File: src/assert_macros.svh
// assertion macros shared by the frame envelope checker rtl
`ifndef ASSERT_MACROS_SVH
`define ASSERT_MACROS_SVH

// same-cycle implication, disabled during reset
`define FEC_ASSERT_IMP(name, clk_s, rst_s, ante, cons) \
  name: assert property (@(posedge clk_s) disable iff (rst_s) (ante) |-> (cons)) \
    else $error("fec assertion failed");

// next-cycle implication, disabled during reset
`define FEC_ASSERT_NXT(name, clk_s, rst_s, ante, cons) \
  name: assert property (@(posedge clk_s) disable iff (rst_s) (ante) |=> (cons)) \
    else $error("fec assertion failed");

`endif

File: src/fec_pkg.sv
// types, constants and helper functions of the frame envelope checker
package fec_pkg;

  localparam int POSITION_BITS = 23;
  localparam int FIELD_BITS    = 23;
  localparam int WORD_BITS     = 32;
  localparam int WIDE_BITS     = 34;

  localparam int HEADER_BYTES  = 64;
  localparam int ALIGN_BYTES   = 8;
  localparam logic [FIELD_BITS-1:0] ABS_MAX_FRAME = FIELD_BITS'(4194304);

  localparam logic [7:0] VERSION_BYTE = 8'd1;
  localparam logic [7:0] HDR_SIZE_BYTE = 8'(HEADER_BYTES);

  localparam logic [5:0] POS_VERSION  = 6'd8;
  localparam logic [5:0] POS_HDR_SIZE = 6'd12;
  localparam logic [5:0] POS_PROF_OFF = 6'd24;

  // header word lanes that are captured rather than compared
  localparam logic [3:0] LANE_TOTAL    = 4'd4;
  localparam logic [3:0] LANE_PROF_LEN = 4'd7;
  localparam logic [3:0] LANE_REQ_OFF  = 4'd8;
  localparam logic [3:0] LANE_REQ_LEN  = 4'd9;

  localparam logic [7:0] MAGIC [8] = '{8'h42, 8'h47, 8'h43, 8'h43,
                                       8'h41, 8'h42, 8'h49, 8'h31};

  localparam int RQ_DEPTH     = 4;
  localparam int RQ_PTR_BITS  = $clog2(RQ_DEPTH);
  localparam int CREDIT_BITS  = $clog2(RQ_DEPTH + 1);

  localparam int  CFG_ADDR_BITS = 3;
  localparam logic CFG_IDX_MAX_FRAME = 1'b0;

  typedef struct packed {
    logic                     hdr_good;
    logic                     pad_good;
    logic [POSITION_BITS-1:0] position;
    logic [WORD_BITS-1:0]     total;
    logic [WORD_BITS-1:0]     prof_len;
    logic [WORD_BITS-1:0]     req_off;
    logic [WORD_BITS-1:0]     req_len;
  } fec_snap_t;

  typedef struct packed {
    logic                  frame_ok;
    logic [FIELD_BITS-1:0] profile_base;
    logic [FIELD_BITS-1:0] profile_length;
    logic [FIELD_BITS-1:0] request_base;
    logic [FIELD_BITS-1:0] request_length;
  } fec_result_t;

  function automatic logic [7:0] fec_want_byte(input logic [5:0] hpos);
    logic [7:0] want;
    want = 8'd0;
    if (hpos < 6'd8) begin
      want = MAGIC[hpos[2:0]];
    end else if (hpos == POS_VERSION) begin
      want = VERSION_BYTE;
    end else if (hpos == POS_HDR_SIZE || hpos == POS_PROF_OFF) begin
      want = HDR_SIZE_BYTE;
    end
    return want;
  endfunction

  function automatic logic [WIDE_BITS-1:0] fec_round8(input logic [WIDE_BITS-1:0] v);
    logic [WIDE_BITS-1:0] sum;
    sum = v + WIDE_BITS'(ALIGN_BYTES - 1);
    return sum & ~WIDE_BITS'(ALIGN_BYTES - 1);
  endfunction

endpackage

File: src/fec_rq.sv
// small result queue in front of the verdict channel
module fec_rq
  import fec_pkg::*;
(
  input  logic        clk,
  input  logic        rst,
  input  logic        push,
  input  fec_result_t push_data,
  input  logic        pop,
  output logic        not_empty,
  output fec_result_t head
);
  `include "assert_macros.svh"

  fec_result_t            slots [RQ_DEPTH];
  logic [RQ_PTR_BITS-1:0] wr_ptr;
  logic [RQ_PTR_BITS-1:0] rd_ptr;
  logic [CREDIT_BITS-1:0] count;

  assign not_empty = count != '0;
  assign head      = slots[rd_ptr];

  always_ff @(posedge clk) begin
    if (rst) begin
      wr_ptr <= '0;
      rd_ptr <= '0;
      count  <= '0;
    end else begin
      if (push) begin
        wr_ptr <= wr_ptr + 1'b1;
      end
      if (pop) begin
        rd_ptr <= rd_ptr + 1'b1;
      end
      if (push && !pop) begin
        count <= count + 1'b1;
      end else if (pop && !push) begin
        count <= count - 1'b1;
      end
    end
  end

  always_ff @(posedge clk) begin
    if (push) begin
      slots[wr_ptr] <= push_data;
    end
  end

  `FEC_ASSERT_IMP(a_no_overflow, clk, rst, push,
                  count != CREDIT_BITS'(RQ_DEPTH) || pop)
  `FEC_ASSERT_IMP(a_no_underflow, clk, rst, pop, count != '0)

endmodule

File: config.mk
export PLATFORM = sky130hd
export DESIGN_NAME = fec_rq
export DESIGN_NICKNAME = d
export VERILOG_FILES = /design/src/fec_pkg.sv /design/src/fec_rq.sv
export VERILOG_INCLUDE_DIRS = /design/src /design/src/src
export SDC_FILE = /design/constraint.sdc
export NUM_CORES = 1
export LEC_CHECK = 0
export BUFFER_PORTS_ARGS = -buffer_cell sky130_fd_sc_hd__buf_4
export CAP_MARGIN = 10
export CORE_MARGIN = 3
export CORE_UTILIZATION = 40
export CTS_CLUSTER_SIZE = 8
export DETAILED_ROUTE_END_ITERATION = 8
export HOLD_SLACK_MARGIN = 0.02
export PLACE_DENSITY = 0.65
export SKIP_LAST_GASP = 1
export SLEW_MARGIN = 20
export SYNTH_ARGS = -nofsm -noshare
export SYNTH_HDL_FRONTEND = slang
export SYNTH_SLANG_ARGS = --single-unit
File: constraint.sdc
create_clock -name clk -period 8.5 [get_ports clk]
set_input_delay 1.7 -clock clk [delete_from_list [all_inputs] [get_ports clk]]
set_output_delay 1.7 -clock clk [all_outputs]
set_load 0.1 [all_outputs]
After elaboration in Yosys (flattened, before gate mapping)
Memory sizes are Yosys's and may differ from the RTL's. A register that Yosys moved wholly into a read port is not among the register bits.
Cells that the tools add are included.
{ "op_classes": {"addsub": 4, "n_reduce_logical": 6, "n_mux": 6} }
{ "op_table": {"columns": ["cell", "count"], "rows": [
  ["$mux W3", 2],
  ["$add A2 B1 Y2 const B", 2],
  ["$mux W2", 2],
  ["$add A3 B1 Y3 const B", 1],
  ["$reduce_bool A3 Y1", 1],
  ["$sub A3 B1 Y3 const B", 1],
  ["$logic_and A1 B1 Y1", 2],
  ["$logic_not A1 Y1", 2],
  ["$mux W1", 2],
  ["$reduce_bool A2 Y1", 1]
]} }
{ "totals": {"n_memories": 1, "word_cells": 20, "inputBits": 97, "out_inout_bits": 94, "reg_bits": 7, "mem_bits_rw": 372} }
{ "mem_list": {"columns": ["name", "depth", "width", "read_ports", "rd_ports_with_merged_regs", "write_ports", "line_no", "text"], "rows": [
  ["slots", 4, 93, 1, 1, 1, "fec_rq.sv:15", "fec_result_t slots [RQ_DEPTH];"]
]} }

Longest topological paths before layout
Gate-level depths: netlist (run 1).
{ "logic_depth": {"depth_word": 4, "ltp_mapped": 7} }

Worst setup path before layout (run 1)
Ideal clock, no wire load.
{ "synth_timing": {"path_type": "input -> register", "startpoint": "input push", "endpoint": "memory slots[0][0] (netlist name), enable pin", "setup_slack_ns": 4.185, "cell_stages": 1, "arrival_time_ns": 3.853, "t_required_ns": 8.038, "path_cell_list": "and2_1"} }
{ "synth_via": {"elab_chain_len": 2} }
{ "synth_rtl": {"columns": ["element", "line_no", "text"], "rows": [
  ["from (decl)", "fec_rq.sv:7", "input logic push,"],
  ["$mux W1", "fec_rq.sv:44", "if (push) begin"],
  ["$mux W1 (implied by the code)", "fec_rq.sv:45", "slots[wr_ptr] <= push_data;"],
  ["to (decl)", "fec_rq.sv:15", null]
]} }
Every way passes these cells.

==> run metrics, run 1 <==
number of nets with antenna violations after detailed routing=0; combinational family with the most area after synthesis=multiplexers; # nets final=862; count of placed standard cells in the final layout, fillers left out=about 1200; number of violations of the max-capacitance limit=0; Int Pwr=between 3 and 4 mW; setup repair after global routing missed its margin=false; post-synthesis share of cell area spent on xor and xnor gates=0.00316; number of clock sinks=approximately 380; depth of the worst register-to-register path=3; number of gates resized after CTS=0; number of hold-repair buffers added at the cts stage=0; DRC=0; via count of the first global-routing pass=~7100; initial core utilization=0.410; multiplexer share of the synthesized area=0.153; final hold violation count=0; pin count of the biggest net entering global routing=76; total power density per cell area=between 200 and 300 nW/µm²; violation count after the first detailed-route iteration=about 410; fin. max-slew vios=0; complex-gate fraction of the synthesized area=0.000723; per-cell via count in the routed design=between 5 and 6; Crit-path slowest cell=buf_4; power dissipated by switching net loads=approximately 1.4 mW; fmax=around 210 MHz; maximum level of the CTS H-tree=2; Cell Chain, Critical Path=buf_4 > mux4_2 > buf_4; total CTS buffers=53; launch point of the worst hold path=rd_ptr[1]; Post-Synthesis Cell Area=between 10000 and 15000 µm²; number of antenna violations at the first check in global routing=0; cell at the root of the clock tree=clkbuf_16; footprint of the flip-flops and latches=about 11000 µm²; half-perimeter wire length after placement=between 15000 and 20000 µm; Max clock buf depth=3; final setup violating endpoints=0; Post-Syn Instances=about 530; FILL cells=2656; main area contributors after synthesis=edfxtp_1, mux4_2, dfxtp_1; outcome=complete, no violations; commonest non-fill, non-tap cell in the layout=edfxtp_1; Rel. slew slack=0.425; synthesis-to-finish area growth=24.1%; signal arrival time at the worst endpoint=~3.1 ns; share of layout cells above drive strength 1=0.455; delay contributed by the slowest stage of the critical path=approximately 0.80 ns; Reg-to-Reg Start=wr_ptr[0]; pin slew with the least headroom to its limit=around 0.86 ns; Post-Synth Adder-Cell Area=0.00597; Gate power share=0.184; top fanout value on the critical path=42; slack of the worst reg-to-reg path=just over 6 ns; I/O Buffers=190; die height=about 190 µm; die span in x=about 190 µm; count of cells along the worst hold path=2; reported leakage power=5.78 nW; Synthesis Warnings=0; multi-input combinational cell area=2330 µm²; Clock Latency Late Sink=0.53 ns; fin crit share=0.560; RR Endpoint=slots[1][58]; routed wirelength normalized by instance count=21.8 µm; # rows=67; hold path endpoint=rd_ptr[1]; global-route wire length before repair=between 40000 and 50000 µm; placeable core region=~34000 µm²; basic-gate share of the synthesized area counting and, or, nand and nor cells=0.00488; share of the synthesized area in the top cell type=0.807; worst vdd ir=approximately 0.00016 V; CP required=around 6.8 ns; commonest cells after routing, fill and taps aside=edfxtp_1, buf_4, mux4_2; floorplan die area=around 37000 µm²; Overflow after GRT=0; CP startpoint kind=flop; Clock Pin Slew Worst Setup and Hold Paths=about 0.050 ns; Worst Skew=0.0146 ns; number of storage elements in the synthesis netlist=381; TritonCTS clock tree=done; via count=6144; shortest period the worst path allows=around 4.8 ns; sum of routed wire length over all layers=between 20000 and 30000 µm; Mapped Nets=631; average cell area after synthesis=roughly 26 µm²; share of total power in the clock network=0.369; post-CTS setup buffer count=0; DR pass1 iterations=4; aggregate global-route resource usage=0.146; placed instance count=roughly 1200; portion of the post-synthesis area used by sequential elements=0.820; critical path type=flop to primary output; final weighted congestion in routability-driven placement=between 0.7 and 0.8; most frequent cell on the critical path=buf_4; IO Count=about 190; switching part of the total=0.283; worst hold-check path type=flop to flop; setup TNS=0 ns; biggest area consumer among synthesized cells=edfxtp_1; relative contribution of sequential cells to total power=0.447; number of antenna cells inserted=0; number of distinct library cells after synthesis=19; Crit. End Element=primary output
[logic make-up after synthesis]
kind of cell,Yosys count
flops,381
mux,95
buf+inv,25
simple gates,14
fa+ha+maj,6
xor+xnor,5
compound gates,2
[metal layers]
layer  track usage  share of wire
met5             0              0
met4        0.0370          0.015
met3        0.0458          0.077
met2         0.238           0.48
met1         0.194           0.43
[how the worst max path moves through the flow]
stage | slack, ns | startpoint | depth (start not counted) | end
floorplan | 4.19 | push | 1 | slots[0][0]
global placement | 4.20 | flop | 3 | head[87]
detailed placement | 4.15 | flop | 3 | head[79]
CTS | 3.57 | flop | 3 | head[79]
global route | 3.44 | flop | 3 | head[79]
finish | 3.74 | flop | 3 | head[79]
[power by group through the flow]
stage	Sequential, mW	Combinational, mW	Clock [mW]
finish	2.20	0.907	1.81
global route	2.21	0.943	1.96
CTS	2.20	0.919	1.87
floorplan	2.22	0.726	0
global placement	2.23	0.909	0
detailed placement	2.24	0.917	0
[metrics by stage]
step	util	area, µm²	power (mW)	hold WS [ns]	worst slack, ns
6_report	0.509	17200	4.92	0.526	3.74
5_1_grt	0.509	17200	5.11	0.569	3.44
4_1_cts	0.508	17200	4.99	0.531	3.57
3_5_place_dp	0.466	15700	3.15	0.506	4.15
3_3_place_gp	0.466	15700	3.14	0.464	4.20
2_1_floorplan	-	13800	2.94	0.453	4.19
[critical path: cells and delay by family (launching register included)]
kind / cells / cell delay, ns
flops: 1 / 0.79
buf+inv: 2 / 1.05
mux: 1 / 0.63
[area by class of cell]
| cell class | instances | area share |
|---|---|---|
| inverter | 4 | 0.000874 |
| tap | 448 | 0.0326 |
| clock inverter | 2 | 0.000728 |
| clock buffer | 67 | 0.0827 |
| sequential | 381 | 0.661 |
| timing repair buffer | 197 | 0.0863 |
| multi-input combinational | 122 | 0.136 |
[sequential cells by signal, indices dropped and copies added (netlist names), named ones only]
| signal | count |
|---|---|
| count | 3 |
| rd_ptr | 2 |
| slots | 372 |
| wr_ptr | 2 |
[synthesized netlist by cell type]
library cell / instances
ha_1: 5
inv_1: 4
and2_1: 4
nor2_1: 7
mux4_2: 93
buf_4: 2
clkbuf_1: 3
xnor2_1: 2
buf_6: 8
buf_2: 8
edfxtp_1: 372
mux2i_1: 2
fa_1: 1
or3_1: 2
a21oi_1: 1
xor2_1: 3
dfxtp_1: 9
nand2_1: 1
o21ai_0: 1
Note: power is estimated with default switching activity, not from simulation.
==> run 2: changes to the inputs <==
Settings changed: ABC_AREA from default to 1, PLACE_DENSITY 0.65 to 0.67.
Clock period 8.5 ns to 3.85 ns, I/O delays scaled along.
==> run 2 against run 1 <==
Against the previous run: clock skew increased by 0.0033 ns; design area is 1.8% higher; final cell count increased by 33%; sequential share of layout area is 1.2 points lower; register-to-register slack lost 4.2 ns; area after synthesis rose by 2.5%; core utilization down 0.48 points; total power is 120% higher; global-route usage rose by 1.6 points; non-clock buffer count increased by 9; clock power up 120%; critical path type unchanged; critical endpoint is now head[81].
==> run metrics, run 2 <==
outcome=complete, no violations; Overflow after GRT=0; number of storage elements in the synthesis netlist=381; synthesis-to-finish area growth=23.2%; fin crit share=0.851; placeable core region=around 35000 µm²; commonest cells after routing, fill and taps aside=edfxtp_1, buf_4, nor2_1; number of antenna violations at the first check in global routing=1; placed instance count=between 1500 and 2000; hold path endpoint=count[0]; per-cell via count in the routed design=about 5.3; # rows=68; CP startpoint kind=flop; Post-Syn Instances=about 960; depth of the worst register-to-register path=5; most used standard cells in the synthesized netlist=edfxtp_1, nor2_1, o21ai_0; max reg flops=372; DRC=0; via count of the first global-routing pass=between 8000 and 9000; number of violations of the max-capacitance limit=0; aggregate global-route resource usage=0.162; TritonCTS clock tree=done; main area contributors after synthesis=edfxtp_1, nor2_1, o21ai_0; Clock Pin Slew Worst Setup and Hold Paths=~0.050 ns; worst hold-check path type=primary input to flop; share of the synthesized area in the top cell type=0.787; signal arrival time at the worst endpoint=2.51 ns; final setup violating endpoints=0; # nets final=around 1300; floorplan die area=37800 µm²; initial core utilization=0.409; cell at the root of the clock tree=clkbuf_16; Synthesis Warnings=0; total power density per cell area=approximately 610 nW/µm²; number of nets with antenna violations after detailed routing=0; Rel. slew slack=0.558; critical path type=flop to primary output; RR Endpoint=slots[2][55]; maximum level of the CTS H-tree=2; setup TNS=0 ns; Clock Latency Late Sink=approximately 0.56 ns; fmax=~300 MHz; violation count after the first detailed-route iteration=roughly 500; commonest non-fill, non-tap cell in the layout=edfxtp_1; fraction of synthesis flops using an asynchronous set or reset pin=0; top fanout value on the critical path=between 60 and 70; final setup slack of the worst path=between 0.5 and 0.6 ns; die span in x=between 150 and 200 µm; I/O Buffers=190; CP required=3.08 ns; Reg-to-Reg Start=wr_ptr[0]; launch point of the worst hold path=rst; number of gates resized after CTS=0; setup repair after global routing missed its margin=false; worst vdd ir=roughly 0.00047 V; total CTS buffers=53; average cell area after synthesis=~15 µm²; final weighted congestion in routability-driven placement=0.744; IO Count=around 190; Crit. End Element=primary output; Post-Synthesis Cell Area=about 14000 µm²; ys flop type=edfxtp_1; number of enable flip-flop cells after synthesis=about 370; fin. max-slew vios=0; count of cells along the worst hold path=2; post-CTS setup buffer count=0; design area=around 17000 µm²; number of distinct library cells after synthesis=20; Max clock buf depth=3; count of placed standard cells in the final layout, fillers left out=between 1500 and 2000; Mapped Nets=around 1100; half-perimeter wire length after placement=about 17000 µm; pin count of the biggest net entering global routing=between 100 and 150; slack of the worst reg-to-reg path=approximately 1.9 ns; share of layout cells above drive strength 1=0.232; Biggest register=slots; largest registers=slots: 372 flops, count: 3 flops; die height=194 µm; pin slew with the least headroom to its limit=0.664 ns; power consumption=10.7 mW; number of antenna cells inserted=0; routed wirelength normalized by instance count=about 19 µm; total cell area at the placement stage=between 15000 and 20000 µm²; biggest area consumer among synthesized cells=edfxtp_1; via count=~8500; library cell with the highest instance count after synthesis=edfxtp_1; number of clock sinks=381; portion of the post-synthesis area used by sequential elements=0.800; Worst Skew=roughly 0.018 ns; shortest period the worst path allows=around 3.3 ns; global-route wire length before repair=between 40000 and 50000 µm; final hold violation count=0; sum of routed wire length over all layers=roughly 31000 µm; reported leakage power=6.12 nW; DR pass1 iterations=5; number of hold-repair buffers added at the cts stage=0; placement-stage worst setup slack=around 1.2 ns
==> run 2: cell types whose count changed in the layout (fill, tap and decap cells not counted), sizes merged, moves of 12 or more <==
cell	before	now
inv	5	17
nor2	7	193
mux4	93	0
o22ai	0	93
o21ai	1	191
==> run 2: stage by stage <==
| stage | utilization | hold WS, ns |
|---|---|---|
| CTS | 0.504 | 0.333 |
| floorplan | - | 0.412 |
| global route | 0.504 | 0.363 |
| global placement | 0.463 | 0.415 |
| detailed placement | 0.463 | 0.429 |
| finish | 0.504 | 0.367 |
==> run 2: cells by family (layout without fill, tap and decap cells) <==
kind of cell	Yosys count	in the layout	synth area share
buffers and inverters	77	290	0.0297
flip-flops	381	381	0.800
AO/OA/AOI/OAI	287	287	0.109
adder cells (fa/ha/maj)	6	6	0.00582
XOR/XNOR	1	1	0.000617
AND/OR/NAND/NOR	205	205	0.0545
==> run 2: worst max-delay path by stage <==
stage	cells after the start	to
6_report	5	head[81]
3_3_place_gp	5	head[81]
2_1_floorplan	4	head[32]
3_5_place_dp	4	head[81]
4_1_cts	5	head[81]
5_1_grt	5	head[20]
==> run 2: routing by layer <==
metal | part of all wire | wire length, µm | vias to the layer above | track usage
met2 | 0.47 | 14500 | 262 | 0.260
li1 | - | - | 4002 | -
met1 | 0.44 | 13600 | 4214 | 0.214
met4 | 0.024 | 756 | 2 | 0.0614
met5 | 0.00042 | 13 | - | 0
met3 | 0.073 | 2260 | 55 | 0.0426
==> run 2: worst max-delay path: stages (launching register included) <==
cell and delay (ns):
dfxtp_4 0.43, inv_6 0.37, buf_12 0.31, o21ai_0 0.13
o22ai_1 0.26, buf_4 0.35
==> run 2: power by group <==
| part | leakage, nW | internal [mW] | switching [mW] | total (mW) |
|---|---|---|---|---|
| sequential | 3.49 | 4.75 | 0.0541 | 4.81 |
| clock | 0.698 | 2.51 | 1.55 | 4.06 |
| combinational | 1.93 | 0.376 | 1.50 | 1.88 |
| total | 6.12 | 7.64 | 3.10 | 10.7 |
==> run 2: area by class of cell <==
| class | instances | area [µm²] |
|---|---|---|
| clock buffer | 65 | 1410 |
| clock inverter | 2 | 13.8 |
| fill | 2929 | 17200 |
| inverter | 17 | 80.1 |
| multi-input combinational | 499 | 2420 |
| sequential | 381 | 11400 |
| tap | 455 | 569 |
| timing repair buffer | 206 | 1630 |
==> run 3: changes to the inputs <==
==> constraint.sdc (replaced) <==
create_clock -name clk -period 3.85 [get_ports clk]
set_input_delay 0.5775 -clock clk [delete_from_list [all_inputs] [get_ports clk]]
set_output_delay 0.5775 -clock clk [all_outputs]
set_load 0.1 [all_outputs]
==> run 3 against run 2 <==
Against the previous run: sequential power barely moved; count of clock-buffer cells in the layout increased by 1; worst setup slack got worse by 0.12 ns; non-clock buffer count fell by 1; clock skew is 0.0039 ns lower; critical endpoint is now head[82]; total power fell by 1.1%; die area stayed put; register-to-register slack got worse by 0.13 ns; fmax is 3.4% lower; design area shrank 0.54%.
==> run metrics, run 3 (same netlist as run 2, synthesis figures left out) <==
Clock Pin Slew Worst Setup and Hold Paths=roughly 0.05 ns; pin slew with the least headroom to its limit=between 0.8 and 0.9 ns; delay contributed by the slowest stage of the critical path=0.88 ns; slack of the worst reg-to-reg path=1.79 ns; final setup violating endpoints=0; half-perimeter wire length after placement=17200 µm; cell at the root of the clock tree=clkbuf_16; worst vdd ir=0.000487 V; CP startpoint kind=flop; IO Count=191; sum of routed wire length over all layers=31300 µm; fmax=295 MHz; Crit-path slowest cell=dfxtp_4; die height=a little under 200 µm; DR pass1 iterations=4; via count of the first global-routing pass=roughly 8700; commonest cells after routing, fill and taps aside=edfxtp_1, buf_4, nor2_1; routed wirelength normalized by instance count=just under 20 µm; number of violations of the max-capacitance limit=0; minimum hold slack=between 0.2 and 0.25 ns; maximum level of the CTS H-tree=2; number of clock sinks=roughly 380; final setup slack of the worst path=between 0.4 and 0.5 ns; Crit. End Element=primary output; Reg-to-Reg Start=wr_ptr[0]; violation count after the first detailed-route iteration=slightly above 600; count of cells along the worst hold path=2; # nets final=about 1300; via count=8428; number of gates resized after CTS=0; final weighted congestion in routability-driven placement=approximately 0.7; number of antenna violations at the first check in global routing=3; worst hold-check path type=primary input to flop; setup TNS=0 ns; pin count of the biggest net entering global routing=about 110; depth of the worst register-to-register path=5; commonest non-fill, non-tap cell in the layout=edfxtp_1; RR Endpoint=slots[2][92]; number of hold-repair buffers added at the cts stage=0; total CTS buffers=53; TritonCTS clock tree=done; final hold violation count=0; Cell Chain, Critical Path=inv_6 > buf_4 > o21ai_0 > o22ai_1 > buf_4; synthesis-to-finish area growth=22.6%; Clock Latency Late Sink=0.54 ns; I/O Buffers=between 150 and 200; max reg flops=372; setup repair after global routing missed its margin=false; signal arrival time at the worst endpoint=around 2.8 ns; fin. max-slew vios=0; global-route wire length before repair=about 49000 µm; Max clock buf depth=3; outcome=complete, no violations; Worst Skew=0.0139 ns; top fanout value on the critical path=just over 80; floorplan die area=roughly 38000 µm²; initial core utilization=0.409; Overflow after GRT=0; critical path type=flop to primary output; fin crit share=0.881; total power density per cell area=611 nW/µm²; CP required=roughly 3.3 ns; total cell area at the placement stage=~16000 µm²; shortest period the worst path allows=around 3.4 ns; share of layout cells above drive strength 1=0.228; hold path endpoint=count[0]; aggregate global-route resource usage=0.163; post-CTS setup buffer count=0; design area=17400 µm²; Biggest register=slots; launch point of the worst hold path=rst; per-cell via count in the routed design=slightly above 5; most frequent cell on the critical path=buf_4; placement-stage worst setup slack=~0.95 ns; die span in x=194 µm; largest registers=slots: 372 flops, count: 3 flops; DRC=0; Rel. slew slack=0.409; placeable core region=around 35000 µm²; number of nets with antenna violations after detailed routing=0; reported leakage power=approximately 6 nW; # rows=68
run 3: changes by cell type in the layout (fill, tap and decap cells not counted), sizes merged:
cell,previous run,this run
inv,17,16
clkinv,2,1
buf,206,205
diode,0,1
clkbuf,65,66
run 3: layer usage:
layer | track usage | vias up | share of wire
li1 | - | 4004 | -
met1 | 0.211 | 4124 | 0.42
met2 | 0.261 | 237 | 0.47
met3 | 0.0551 | 59 | 0.088
met4 | 0.0511 | 4 | 0.021
met5 | 0 | - | 0.00086
run 3: worst max-delay path by stage:
stage          start  depth (start not counted)        to
2_1_floorplan   flop                          4  head[32]
3_3_place_gp    flop                          5  head[43]
3_5_place_dp    flop                          5  head[82]
4_1_cts         flop                          5  head[82]
5_1_grt         flop                          5  head[82]
6_report        flop                          5  head[82]
run 3: per-stage QoR:
| stage | utilization | total power, mW | cells |
|---|---|---|---|
| 2_1_floorplan | - | 6.29 | 957 |
| 3_3_place_gp | 0.461 | 6.75 | 1557 |
| 3_5_place_dp | 0.461 | 6.77 | 1557 |
| 4_1_cts | 0.501 | 10.8 | 1623 |
| 5_1_grt | 0.501 | 11.0 | 1624 |
| 6_report | 0.501 | 10.6 | 1624 |
run 3: critical path: cells and delay by family (launching register included):
family | cells | cell delay [ns]
buffers and inverters | 3 | 0.96
DFF | 1 | 0.88
AOI/OAI and AO/OA | 2 | 0.36
run 3: report_power, final:
| group | total (mW) | internal (mW) | switching (mW) |
|---|---|---|---|
| clock network | 3.95 | 2.43 | 1.51 |
| registers | 4.82 | 4.75 | 0.0715 |
| logic | 1.85 | 0.371 | 1.48 |
| total | 10.6 | 7.56 | 3.07 |
run 3: cell type report:
type	count	area [µm²]
tap	455	569
multi-input combinational	499	2420
antenna	1	2.50
fill	2926	17300
inverter	17	80.1
clock buffer	66	1380
sequential	381	11400
timing repair buffer	205	1590
